==> config.mk <==
export PLATFORM = sky130hd
export DESIGN_NAME = ultrasonic_doorway_people_counter_top
export DESIGN_NICKNAME = d
export VERILOG_FILES = /design/src/hw/rtl/udpc_pkg.sv /design/src/hw/rtl/ultrasonic_doorway_people_counter_top.sv /design/src/hw/rtl/udpc_dist.sv /design/src/hw/rtl/udpc_track.sv
export SDC_FILE = /design/constraint.sdc
export NUM_CORES = 2
export LEC_CHECK = 0
export BUFFER_PORTS_ARGS = -buffer_cell sky130_fd_sc_hd__buf_4
export CAP_MARGIN = 20
export CORE_UTILIZATION = 45
export DETAILED_ROUTE_END_ITERATION = 6
export GPL_ROUTABILITY_DRIVEN = 1
export PLACE_DENSITY_LB_ADDON = 0.15
export REMOVE_ABC_BUFFERS = 1
export SYNTH_ARGS = -nofsm -noshare
export SYNTH_HDL_FRONTEND = slang
export SYNTH_SLANG_ARGS = --single-unit
==> constraint.sdc <==
create_clock -name clock -period 14.8 [get_ports clock]
set_input_delay 0.74 -clock clock [delete_from_list [all_inputs] [get_ports clock]]
set_output_delay 0.74 -clock clock [all_outputs]
set_load 0.1 [all_outputs]
==> src/hw/rtl/udpc_pkg.sv <==
// Shared types and constants of the doorway people counter.
package udpc_pkg;

   localparam int unsigned DIST_MUL   = 4456;
   localparam int unsigned DIST_SHIFT = 10;
   localparam int unsigned ECHO_W     = 16;
   localparam int unsigned DIST_W     = 19;
   localparam int unsigned REG_W      = 16;
   localparam int unsigned CSR_ADDR_W = 3;

   localparam logic [REG_W-1:0] HIST_RESET = 16'd3840;

   localparam logic signed [15:0] OCC_MAX = 16'sh7FFF;
   localparam logic signed [15:0] OCC_MIN = -16'sh8000;

   typedef enum logic [CSR_ADDR_W-1:0] {
      CSR_VALID_MIN    = 3'd0,
      CSR_VALID_MAX    = 3'd1,
      CSR_FAR_LOW      = 3'd2,
      CSR_FAR_HIGH     = 3'd3,
      CSR_NEAR_LOW     = 3'd4,
      CSR_NEAR_HIGH    = 3'd5,
      CSR_REFILL_VALUE = 3'd6
   } csr_index_type;

   typedef enum logic [1:0] {
      EV_NONE  = 2'd0,
      EV_ENTER = 2'd1,
      EV_LEFT  = 2'd2,
      EV_RANGE = 2'd3
   } event_res_type;

   typedef struct packed {
      logic [REG_W-1:0] valid_min;
      logic [REG_W-1:0] valid_max;
      logic [REG_W-1:0] far_low;
      logic [REG_W-1:0] far_high;
      logic [REG_W-1:0] near_low;
      logic [REG_W-1:0] near_high;
      logic [REG_W-1:0] refill_value;
   } cfg_type;

   typedef struct packed {
      logic signed [15:0] people_count;
      event_res_type      event_res;
      logic [DIST_W-1:0]  distance_q;
   } result_type;

endpackage

==> src/hw/rtl/ultrasonic_doorway_people_counter_top.sv <==
// Top level of the ultrasonic doorway people counter.
//
//  channel | direction | handshake          | payload
//  --------+-----------+--------------------+------------------------------------------
//  req     | in        | req_tvalid/tready  | tdata[15:0] echo_us
//  rsp     | out       | rsp_tvalid/tready  | tdata people_count, distance_q; tuser event
//  csr     | in        | csr_we             | csr_addr register index, csr_wdata value
//
//  Pipeline: a request passes through the echo register, the distance
//  register (after the multiplier) and the result register (after the
//  history and band logic), from which the result is offered.
//  Throughput: one request per cycle while the result is taken; the history
//  and count update closes through running half sums.
//  Reset: synchronous, active high; clears the pipeline valids and the count,
//  loads the history (every entry 3840) with matching sums, registers to defaults.
//  Stalls: a held result only stops the stages behind it when they are full;
//  empty stages keep taking requests.
module ultrasonic_doorway_people_counter_top
   import udpc_pkg::*;
#(
   parameter int unsigned HISTORY_DEPTH = 20
)
(
   input  logic                  clock,
   input  logic                  reset,
   // request channel
   input  logic                  req_tvalid,
   output logic                  req_tready,
   input  logic [15:0]           req_tdata,   // [15:0] echo_us
   // result channel
   output logic                  rsp_tvalid,
   input  logic                  rsp_tready,
   output logic [39:0]           rsp_tdata,   // [15:0] people_count, [34:16] distance_q
   output logic [1:0]            rsp_tuser,   // [1:0] event_res
   // register write port
   input  logic                  csr_we,
   input  logic [CSR_ADDR_W-1:0] csr_addr,
   input  logic [REG_W-1:0]      csr_wdata
);

   cfg_type           cfg_ff;
   logic              a_valid_ff, b_valid_ff, rsp_valid_ff;
   logic [ECHO_W-1:0] a_echo_ff;
   logic [DIST_W-1:0] b_dist_ff, dist_calc;
   result_type        rsp_ff, result;
   logic              move_out, move_b, move_a, fire;

   // ready ripples back from the result register
   assign move_out   = !rsp_valid_ff || rsp_tready;
   assign move_b     = !b_valid_ff || move_out;
   assign move_a     = !a_valid_ff || move_b;
   assign req_tready = move_a;
   assign fire       = b_valid_ff && move_out;

   // configuration registers
   always_ff @(posedge clock) begin
      if (reset) begin
         cfg_ff.valid_min    <= 16'd1280;
         cfg_ff.valid_max    <= 16'd7680;
         cfg_ff.far_low      <= 16'd4096;
         cfg_ff.far_high     <= 16'd6400;
         cfg_ff.near_low     <= 16'd2048;
         cfg_ff.near_high    <= 16'd3584;
         cfg_ff.refill_value <= 16'd3840;
      end else if (csr_we) begin
         case (csr_addr)
            CSR_VALID_MIN:    cfg_ff.valid_min    <= csr_wdata;
            CSR_VALID_MAX:    cfg_ff.valid_max    <= csr_wdata;
            CSR_FAR_LOW:      cfg_ff.far_low      <= csr_wdata;
            CSR_FAR_HIGH:     cfg_ff.far_high     <= csr_wdata;
            CSR_NEAR_LOW:     cfg_ff.near_low     <= csr_wdata;
            CSR_NEAR_HIGH:    cfg_ff.near_high    <= csr_wdata;
            CSR_REFILL_VALUE: cfg_ff.refill_value <= csr_wdata;
            default: ;  // index beyond the list is dropped
         endcase
      end
   end

   // stage A: echo register
   always_ff @(posedge clock) begin
      if (reset) begin
         a_valid_ff <= 1'b0;
      end else if (move_a) begin
         a_valid_ff <= req_tvalid;
      end
   end

   always_ff @(posedge clock) begin
      if (move_a && req_tvalid) begin
         a_echo_ff <= req_tdata[ECHO_W-1:0];
      end
   end

   udpc_dist u_dist (
      .echo_us    (a_echo_ff),
      .distance_q (dist_calc)
   );

   // stage B: distance register
   always_ff @(posedge clock) begin
      if (reset) begin
         b_valid_ff <= 1'b0;
      end else if (move_b) begin
         b_valid_ff <= a_valid_ff;
      end
   end

   always_ff @(posedge clock) begin
      if (move_b && a_valid_ff) begin
         b_dist_ff <= dist_calc;
      end
   end

   // history, band tests and count; state moves only when the request leaves B
   udpc_track #(
      .HISTORY_DEPTH (HISTORY_DEPTH)
   ) u_track (
      .clock      (clock),
      .reset      (reset),
      .fire       (fire),
      .distance_q (b_dist_ff),
      .cfg        (cfg_ff),
      .result     (result)
   );

   // result register
   always_ff @(posedge clock) begin
      if (reset) begin
         rsp_valid_ff <= 1'b0;
      end else if (move_out) begin
         rsp_valid_ff <= b_valid_ff;
      end
   end

   always_ff @(posedge clock) begin
      if (fire) begin
         rsp_ff <= result;
      end
   end

   assign rsp_tvalid = rsp_valid_ff;
   assign rsp_tdata  = {5'd0, rsp_ff.distance_q, rsp_ff.people_count};
   assign rsp_tuser  = rsp_ff.event_res;

   // an empty distance stage never holds off a request
   a_ready_when_b_empty : assert property (@(posedge clock) disable iff (reset)
      !b_valid_ff |-> req_tready)
      else $error("request stalled with an empty distance stage");

   // an out of range result really lies outside the accepted window
   a_range_event : assert property (@(posedge clock) disable iff (reset)
      (rsp_tvalid && rsp_tuser == EV_RANGE) |->
      ((rsp_tdata[34:16] < DIST_W'(cfg_ff.valid_min)) ||
       (rsp_tdata[34:16] > DIST_W'(cfg_ff.valid_max))))
      else $error("range event on an accepted distance");

   // a counted passage only comes from an accepted distance
   a_count_event : assert property (@(posedge clock) disable iff (reset)
      (rsp_tvalid && (rsp_tuser == EV_ENTER || rsp_tuser == EV_LEFT)) |->
      ((rsp_tdata[34:16] >= DIST_W'(cfg_ff.valid_min)) &&
       (rsp_tdata[34:16] <= DIST_W'(cfg_ff.valid_max))))
      else $error("passage counted on a rejected distance");

endmodule

==> src/hw/rtl/udpc_dist.sv <==
// Echo time to distance conversion, 1/256 cm.
module udpc_dist
   import udpc_pkg::*;
(
   input  logic [ECHO_W-1:0] echo_us,
   output logic [DIST_W-1:0] distance_q
);

   localparam int unsigned PROD_W = ECHO_W + 13;

   logic [PROD_W-1:0] product;

   assign product    = PROD_W'(echo_us) * PROD_W'(DIST_MUL);
   assign distance_q = product[DIST_SHIFT +: DIST_W];

endmodule

==> src/hw/rtl/udpc_track.sv <==
// Distance history, running half sums, band tests and occupancy count.
module udpc_track
   import udpc_pkg::*;
#(
   parameter int unsigned HISTORY_DEPTH = 20
)
(
   input  logic              clock,
   input  logic              reset,
   input  logic              fire,
   input  logic [DIST_W-1:0] distance_q,
   input  cfg_type           cfg,
   output result_type        result
);

   localparam int unsigned HALF  = HISTORY_DEPTH / 2;
   localparam int unsigned SUM_W = REG_W + $clog2(HALF + 1);

   logic [REG_W-1:0]   hist_ff [HISTORY_DEPTH];
   logic [REG_W-1:0]   hist_in [HISTORY_DEPTH];
   logic [SUM_W-1:0]   older_ff, older_in, newer_ff, newer_in;
   logic [SUM_W-1:0]   older_sh, newer_sh, fill_sum;
   logic signed [15:0] occ_ff, occ_in, occ_mid;
   logic [REG_W-1:0]   dist16;
   logic               in_range, enter, leave, leave_shift, leave_fill;
   event_res_type      ev;

   function automatic logic [SUM_W-1:0] times_half(input logic [REG_W-1:0] v);
      return SUM_W'(v) * SUM_W'(HALF);
   endfunction

   function automatic logic in_band(input logic [SUM_W-1:0] s,
                                    input logic [REG_W-1:0] lo,
                                    input logic [REG_W-1:0] hi);
      return (s > times_half(lo)) && (s < times_half(hi));
   endfunction

   assign dist16   = distance_q[REG_W-1:0];
   assign in_range = !(distance_q < DIST_W'(cfg.valid_min)) &&
                     !(distance_q > DIST_W'(cfg.valid_max));

   // sums as they stand after the shift
   assign older_sh = older_ff - SUM_W'(hist_ff[0]) + SUM_W'(hist_ff[HALF]);
   assign newer_sh = newer_ff - SUM_W'(hist_ff[HISTORY_DEPTH-HALF]) + SUM_W'(dist16);
   assign fill_sum = times_half(dist16);

   assign enter = in_band(older_sh, cfg.far_low, cfg.far_high) &&
                  in_band(newer_sh, cfg.near_low, cfg.near_high);
   assign leave_shift = in_band(newer_sh, cfg.far_low, cfg.far_high) &&
                        in_band(older_sh, cfg.near_low, cfg.near_high);
   // after an entry both halves hold the sample
   assign leave_fill = in_band(fill_sum, cfg.far_low, cfg.far_high) &&
                       in_band(fill_sum, cfg.near_low, cfg.near_high);
   assign leave = enter ? leave_fill : leave_shift;

   always_comb begin
      for (int i = 0; i < HISTORY_DEPTH - 1; i++) begin
         hist_in[i] = hist_ff[i+1];
      end
      hist_in[HISTORY_DEPTH-1] = dist16;
      older_in = older_sh;
      newer_in = newer_sh;
      occ_mid  = occ_ff;
      occ_in   = occ_ff;
      ev       = EV_NONE;
      if (!in_range) begin
         for (int i = 0; i < HISTORY_DEPTH; i++) begin
            hist_in[i] = cfg.refill_value;
         end
         older_in = times_half(cfg.refill_value);
         newer_in = times_half(cfg.refill_value);
         ev       = EV_RANGE;
      end else begin
         if (enter) begin
            occ_mid = (occ_ff == OCC_MAX) ? occ_ff : occ_ff + 16'sd1;
            ev      = EV_ENTER;
         end
         occ_in = occ_mid;
         if (leave) begin
            occ_in = (occ_mid == OCC_MIN) ? occ_mid : occ_mid - 16'sd1;
            ev     = EV_LEFT;
         end
         if (enter || leave) begin
            for (int i = 0; i < HISTORY_DEPTH; i++) begin
               hist_in[i] = dist16;
            end
            older_in = fill_sum;
            newer_in = fill_sum;
         end
      end
   end

   always_ff @(posedge clock) begin
      if (reset) begin
         for (int i = 0; i < HISTORY_DEPTH; i++) begin
            hist_ff[i] <= HIST_RESET;
         end
         older_ff <= times_half(HIST_RESET);
         newer_ff <= times_half(HIST_RESET);
         occ_ff   <= '0;
      end else if (fire) begin
         hist_ff  <= hist_in;
         older_ff <= older_in;
         newer_ff <= newer_in;
         occ_ff   <= occ_in;
      end
   end

   assign result.people_count = occ_in;
   assign result.event_res    = ev;
   assign result.distance_q   = distance_q;

endmodule
After elaboration in Yosys (flattened, before gate mapping)
Cells that the tools add are included.
- eq/ne operators: 8
- $lt $le $gt $ge: 14
- reduce and logical (&&, ||, !) cells: 31
- bitwise logic cells: 1
- muxes and demuxes: 15
- $add $sub $neg: 6
- multipliers: 7
- operator list (kind ; count):
    2-to-1 mux 320 bit ; 2
    greater-than comparator 20 bit ; 6
    less-than comparator 20 bit ; 6
    multiplier 16 x 3 -> 19 bit (second input constant) ; 6
    2-to-1 mux 16 bit ; 6
    2-to-1 mux 20 bit ; 4
    adder 20 x 16 -> 20 bit ; 2
    subtractor 20 x 16 -> 20 bit ; 2
    == test 16 bit (second input constant) ; 2
    multiplier 16 x 10 -> 26 bit (second input constant) ; 1
    greater-than comparator 19 x 16 -> 1 bit ; 1
    less-than comparator 19 x 16 -> 1 bit ; 1
    adder 16 x 2 -> 16 bit (second input constant) ; 1
    subtractor 16 x 2 -> 16 bit (second input constant) ; 1
    AND reduction 2 bit ; 7
    logical AND 1 bit ; 13
    == test 3 bit (second input constant) ; 3
    == test 3 x 2 -> 1 bit (second input constant) ; 2
    zero test 1 bit ; 5
    logical OR 1 bit ; 4
    == test 3 x 1 -> 1 bit (second input constant) ; 1
    zero test 3 bit ; 1
    2-to-1 mux 1 bit ; 3
    OR reduction 2 bit ; 1
    inverter 1 bit ; 1
- bits of input ports: 40
- word-level logic and storage cells: 121
- output and inout bits: 44
- register bits: 563

Logic depth before layout (Yosys ltp)
- depth in word-level cells: 11
- mapped depth: 35

Modules after synthesis
Synthesis repeated with hierarchy kept, for this count alone.
- cells, all modules: 4524
- area, all modules: 38449.4 um^2
- by module, submodules not included (module ; cells each ; times used ; area an instance (um^2)):
    udpc_track ; 3749 ; 1 ; 29069.1
    ultrasonic_doorway_people_counter_top ; 488 ; 1 ; 6711.4
    udpc_dist ; 287 ; 1 ; 2668.8

Worst setup path before layout
OpenSTA, ideal clock, no wires.
- path type: reg-to-reg
- start point: register b_dist_ff[1]
- end point: register rsp_ff (netlist bit rsp_tdata[14]) (data pin)
- setup time: 260 ps
- path buffers: 4
- data arrival time: 6792 ps
- slack: 7748 ps
- data required time: 14540 ps
- period minus slack after synthesis: 7052 ps
- stages on the path, launching flop included: 33
- path through: edfxtp_1 > inv_1 > fa_1 > inv_1 > ha_1 > a21o_1 > a21oi_1 > o21ai_0 > a31o_2 > a211o_1 > a21oi_1 > a211o_1 > o21ai_0 > mux2i_1 > or2_2 > ha_1 > a211oi_1 > o21ai_0 > a21oi_1 > nand4_1 > nand2b_1 > buf_2 > nor2_1 > clkbuf_1 > mux2i_1 > ha_1 > a21boi_0 > and4_1 > buf_4 > buf_8 > nor4_2 > xnor2_1 > mux2_2
- RTL lines (what ; RTL line ; source):
    start: declaration ; ultrasonic_doorway_people_counter_top.sv:44 ; logic [DIST_W-1:0] b_dist_ff, dist_calc;
    start signal: assignment ; ultrasonic_doorway_people_counter_top.sv:110 ; b_dist_ff <= dist_calc;
    end signal: assignment ; ultrasonic_doorway_people_counter_top.sv:137 ; rsp_ff <= result;
    end: declaration ; ultrasonic_doorway_people_counter_top.sv:45 ; result_type rsp_ff, result;

Worst setup path after layout
- start point: register b_dist_ff[1]
- end point: register u_track.older_ff[2]
- word-level cells in the longest chain between the ends: 8
- elaborated cells on any way between the ends: 26
- those cells by class: 1 x add/sub; 1 x mul; 10 x order compare; 3 x mux; 11 x reduce/logical
- RTL lines (what ; RTL line ; source):
    multiplier 16 x 3 -> 19 bit / adder 20 x 16 -> 20 bit (equally long branches) ; udpc_track.sv:29, udpc_track.sv:44 ;
    greater-than comparator 20 bit / less-than comparator 20 bit (equally long branches) ; udpc_track.sv:35 ; return (s > times_half(lo)) && (s < times_half(hi));
    logical AND 1 bit ; udpc_track.sv:35 ;
    logical AND 1 bit (on tied branches) ; udpc_track.sv:52, udpc_track.sv:47, udpc_track.sv:49 ;
    2-to-1 mux 1 bit ; udpc_track.sv:54 ; assign leave = enter ? leave_fill : leave_shift;
    logical OR 1 bit ; udpc_track.sv:83 ; if (enter || leave) begin
    2-to-1 mux 20 bit ; udpc_track.sv:83 ;
    2-to-1 mux 20 bit (*) ; udpc_track.sv:66 ; if (!in_range) begin
    end signal: assignment ; udpc_track.sv:98 ; older_ff <= times_half(HIST_RESET);
    end signal: assignment ; udpc_track.sv:103 ; older_ff <= older_in;
    end: declaration ; udpc_track.sv:21 ; logic [SUM_W-1:0] older_ff, older_in, newer_ff, newer_in;
Every way passes the cells marked *; elsewhere a longest branch is shown, timed or not.
A chain may end at the register's enable or synchronous reset.

==> impl_metrics.toml <==
[status]
status = "finished with violations"
violations = "design-rule violations"

[drt]
wl_um = 110000
drtAntennaViolNets = 0
drt-initial-drc-count = 2305
vias_per_cell = 5.62
firstDrtPassIters = 7
wl_per_cell_um = 19.1
drc = 30
dr_total_vias = 32348

[global_route]
track_usage = 0.254
grt_pass1_vias = 30817
grt_max_degree = 188
grt_overflow = 0
grt_pass1_wl_um = 174000
antenna_found_initial = 1

[synth]
synth-xor-area-share = 0.0315
seq_area_frac_synth = 0.313
yosys.area_share.simple = 0.146
synth_top_family_by_area = "compound AO/OA/AOI/OAI gates"
yosysWarnings = 0
synth.distinct_cells = 95
ys.flop_type = "dfxtp_1"
yosysTopAreaCellShare = 0.256
synth_area_mm2 = 0.0384
synthArstFlopShare = 0
synth-seq-cells = 563
synthCells = 4588
synth_top_area_cell = "dfxtp_1"
synthMuxAreaShare = 0.00871
synthTopCellsByArea = "dfxtp_1 (26%), ha_1 (18%), a21oi_1 (7.9%), nand2_1 (7.4%), edfxtp_1 (5.6%)"
synth_edf_count = 72
synth-adder-area-share = 0.216
syn_area_per_cell_um2 = 8.36
synth_compound_area_frac = 0.231

[finish]
layout_commonest_cell = "nand2_1"
area_growth_pct = 10.2
layout_common_cells = "nand2_1 (757), a21oi_1 (608), ha_1 (550), dfxtp_1 (491), inv_1 (290)"
final_core_util = 0.503
drive_gt1_frac = 0.0637
fin_nets = 5231
antennaDiodeCount = 0

[clock_network]
cts_resized = 0
clk_pin_slew_ns = 0.06
htree_levels = 3
cts_setup_buffers = 0
insertion_delay_ns = 0.64
cts_tree = "done"
cts_hold_buf = 0
cts_root_buf = "clkbuf_16"
cts_buffer_depth = 3
cts_buffers = 68
cts_sinks = 563

[place]
place_ws_ns = 6.55
dp_hpwl_um = 77700
gp_congestion = 0.959
io_buffers = 78

[timing]
fin_skew_ns = 0.0325
finalHoldViolCount = 0
finalCriticalPeriod_ns = 8.42
finalCritPeriodShare = 0.569
setup_viol = 0
worst_pin_slew_ns = 1.24
finalSetupTns_ns = 0
slew_headroom = 0.172
layout_setup_ws_ns = 6.38
rsz0062_at_grt = "false"
final_max_slew_viol_count = 0
clock.fmax_mhz = 119

[critical_path]
critPathRequiredTime_ns = 15.32
cp_max_fo = 99
cp-start-kind = "register"
reg2reg_slack_ns = 6.38
worst_r2r_path_depth = 27
crit_type = "reg -> reg"
cp-startpoint = "b_dist_ff[1]"
r2r-end = "u_track.older_ff[2]"
r2r-start = "b_dist_ff[1]"
cp-end-kind = "register"
cp_data_arrival_time_ns = 8.94
critPathCapture = "u_track.older_ff[2]"

[power]
ir_drop_mv = 0.167
power.density_mw_per_mm2 = 191
leakage_nw = 17.7

[run]
maxCapViolations = 0

[floorplan]
die_x_um = 294
core_area_mm2 = 0.0840
dieArea_mm2 = 0.0864
die_y_um = 294
rows = 106
io_pins = 84
initial_core_util = 0.457

[min_path]
hold_path_class = "in -> reg"
hp-start = "req_tdata[12]"
[worst min-delay path by stage]
stage                         end  slack, ns  depth (start not counted)
floorplan           rsp_tdata[32]       0.42                          0
global placement    rsp_tdata[32]       0.42                          0
detailed placement  rsp_tdata[32]       0.44                          0
CTS                 a_echo_ff[12]       0.26                          1
global route        a_echo_ff[13]       0.27                          1
finish              a_echo_ff[12]       0.29                          1
[power by group]
group | internal, W | leakage, nW | switching [W] | total [W]
Combinational | 0.00181 | 11.9 | 0.00283 | 0.00465
Clock | 0.00101 | 1.10 | 0.000691 | 0.00170
Sequential | 0.00167 | 4.67 | 0.0000761 | 0.00174
Total | 0.00449 | 17.7 | 0.00360 | 0.00809
[flip-flops by register name (all words and copies together), names as in the netlist]
register          flops
rsp_tvalid            1
b_dist_ff            19
u_track.older_ff     20
u_track.newer_ff     20
a_valid_ff            1
rsp_tuser             2
b_valid_ff            1
u_track.hist_ff     320
a_echo_ff            16
u_track.occ_ff       16
cfg_ff              112
rsp_tdata            35
[cell usage after synthesis (all sizes together), types with 24 or more instances]
master,n
nand2,757
a21oi,609
ha,550
dfxtp,491
inv,292
o21ai,288
clkbuf,200
a21o,183
nor2,158
xnor2,103
nand3,86
edfxtp,72
fa,71
o211ai,60
nor3,58
nand4,52
a221oi,43
nor2b,41
a222oi,36
buf,35
xor2,35
a211oi,32
o21a,25
mux2i,24
[worst max-delay path, cell delays in order (launching register included)]
cell	delay, ns
edfxtp_1	0.67
inv_1	0.16
fa_1	0.62
inv_1	0.06
ha_1	0.28
a21o_1	0.17
a21oi_1	0.21
o21ai_0	0.17
a31o_2	0.30
a21oi_1	0.22
o21bai_1	0.09
a21oi_1	0.19
xnor2_1	0.31
ha_1	0.35
a211oi_1	0.27
nor2_1	0.08
a2111oi_0	0.68
buf_4	0.26
o31ai_1	0.09
nand2b_1	0.32
or2_1	0.28
o31ai_4	0.09
buf_4	0.27
nor2_4	0.12
buf_4	0.58
buf_4	0.88
nand2_1	0.15
a221oi_1	0.28
[cells by family (layout without fill, tap and decap cells)]
group / after synthesis / after routing
adder cells (fa/ha/maj): 621 / 621
AO/OA/AOI/OAI: 1431 / 1431
multiplexers: 32 / 32
flip-flops: 563 / 563
AND/OR/NAND/NOR: 1275 / 1275
XOR/XNOR: 138 / 138
buffers and inverters: 527 / 553
other: 1 / 5
[layout make-up]
type	instances	area [µm²]
Clock buffer	100	2040
Clock inverter	18	208
Fill cell	8111	41700
Inverter	292	1110
Multi-Input combinational cell	3502	24400
Sequential cell	563	12000
Tap cell	1134	1420
Timing Repair Buffer	143	1090
[layer usage]
metal / global-route usage / up-vias / share of wire
li1: - / 16305 / -
met1: 0.341 / 15268 / 0.47
met2: 0.421 / 606 / 0.46
met3: 0.0305 / 169 / 0.037
met4: 0.0821 / 0 / 0.033
met5: 0 / - / 0
[through the flow]
step                      power (W)  cell area [µm²]  hold slack (ns)  std cells
final                       0.00809            42200            0.292       5752
after global routing        0.00876            42200            0.265       5752
after CTS                   0.00808            42200            0.256       5750
after detailed placement    0.00634            40000            0.440       5632
after global placement      0.00627            40000            0.423       5631
after floorplan             0.00487            37400            0.417       4357
Power figures use the tool's default switching activity.
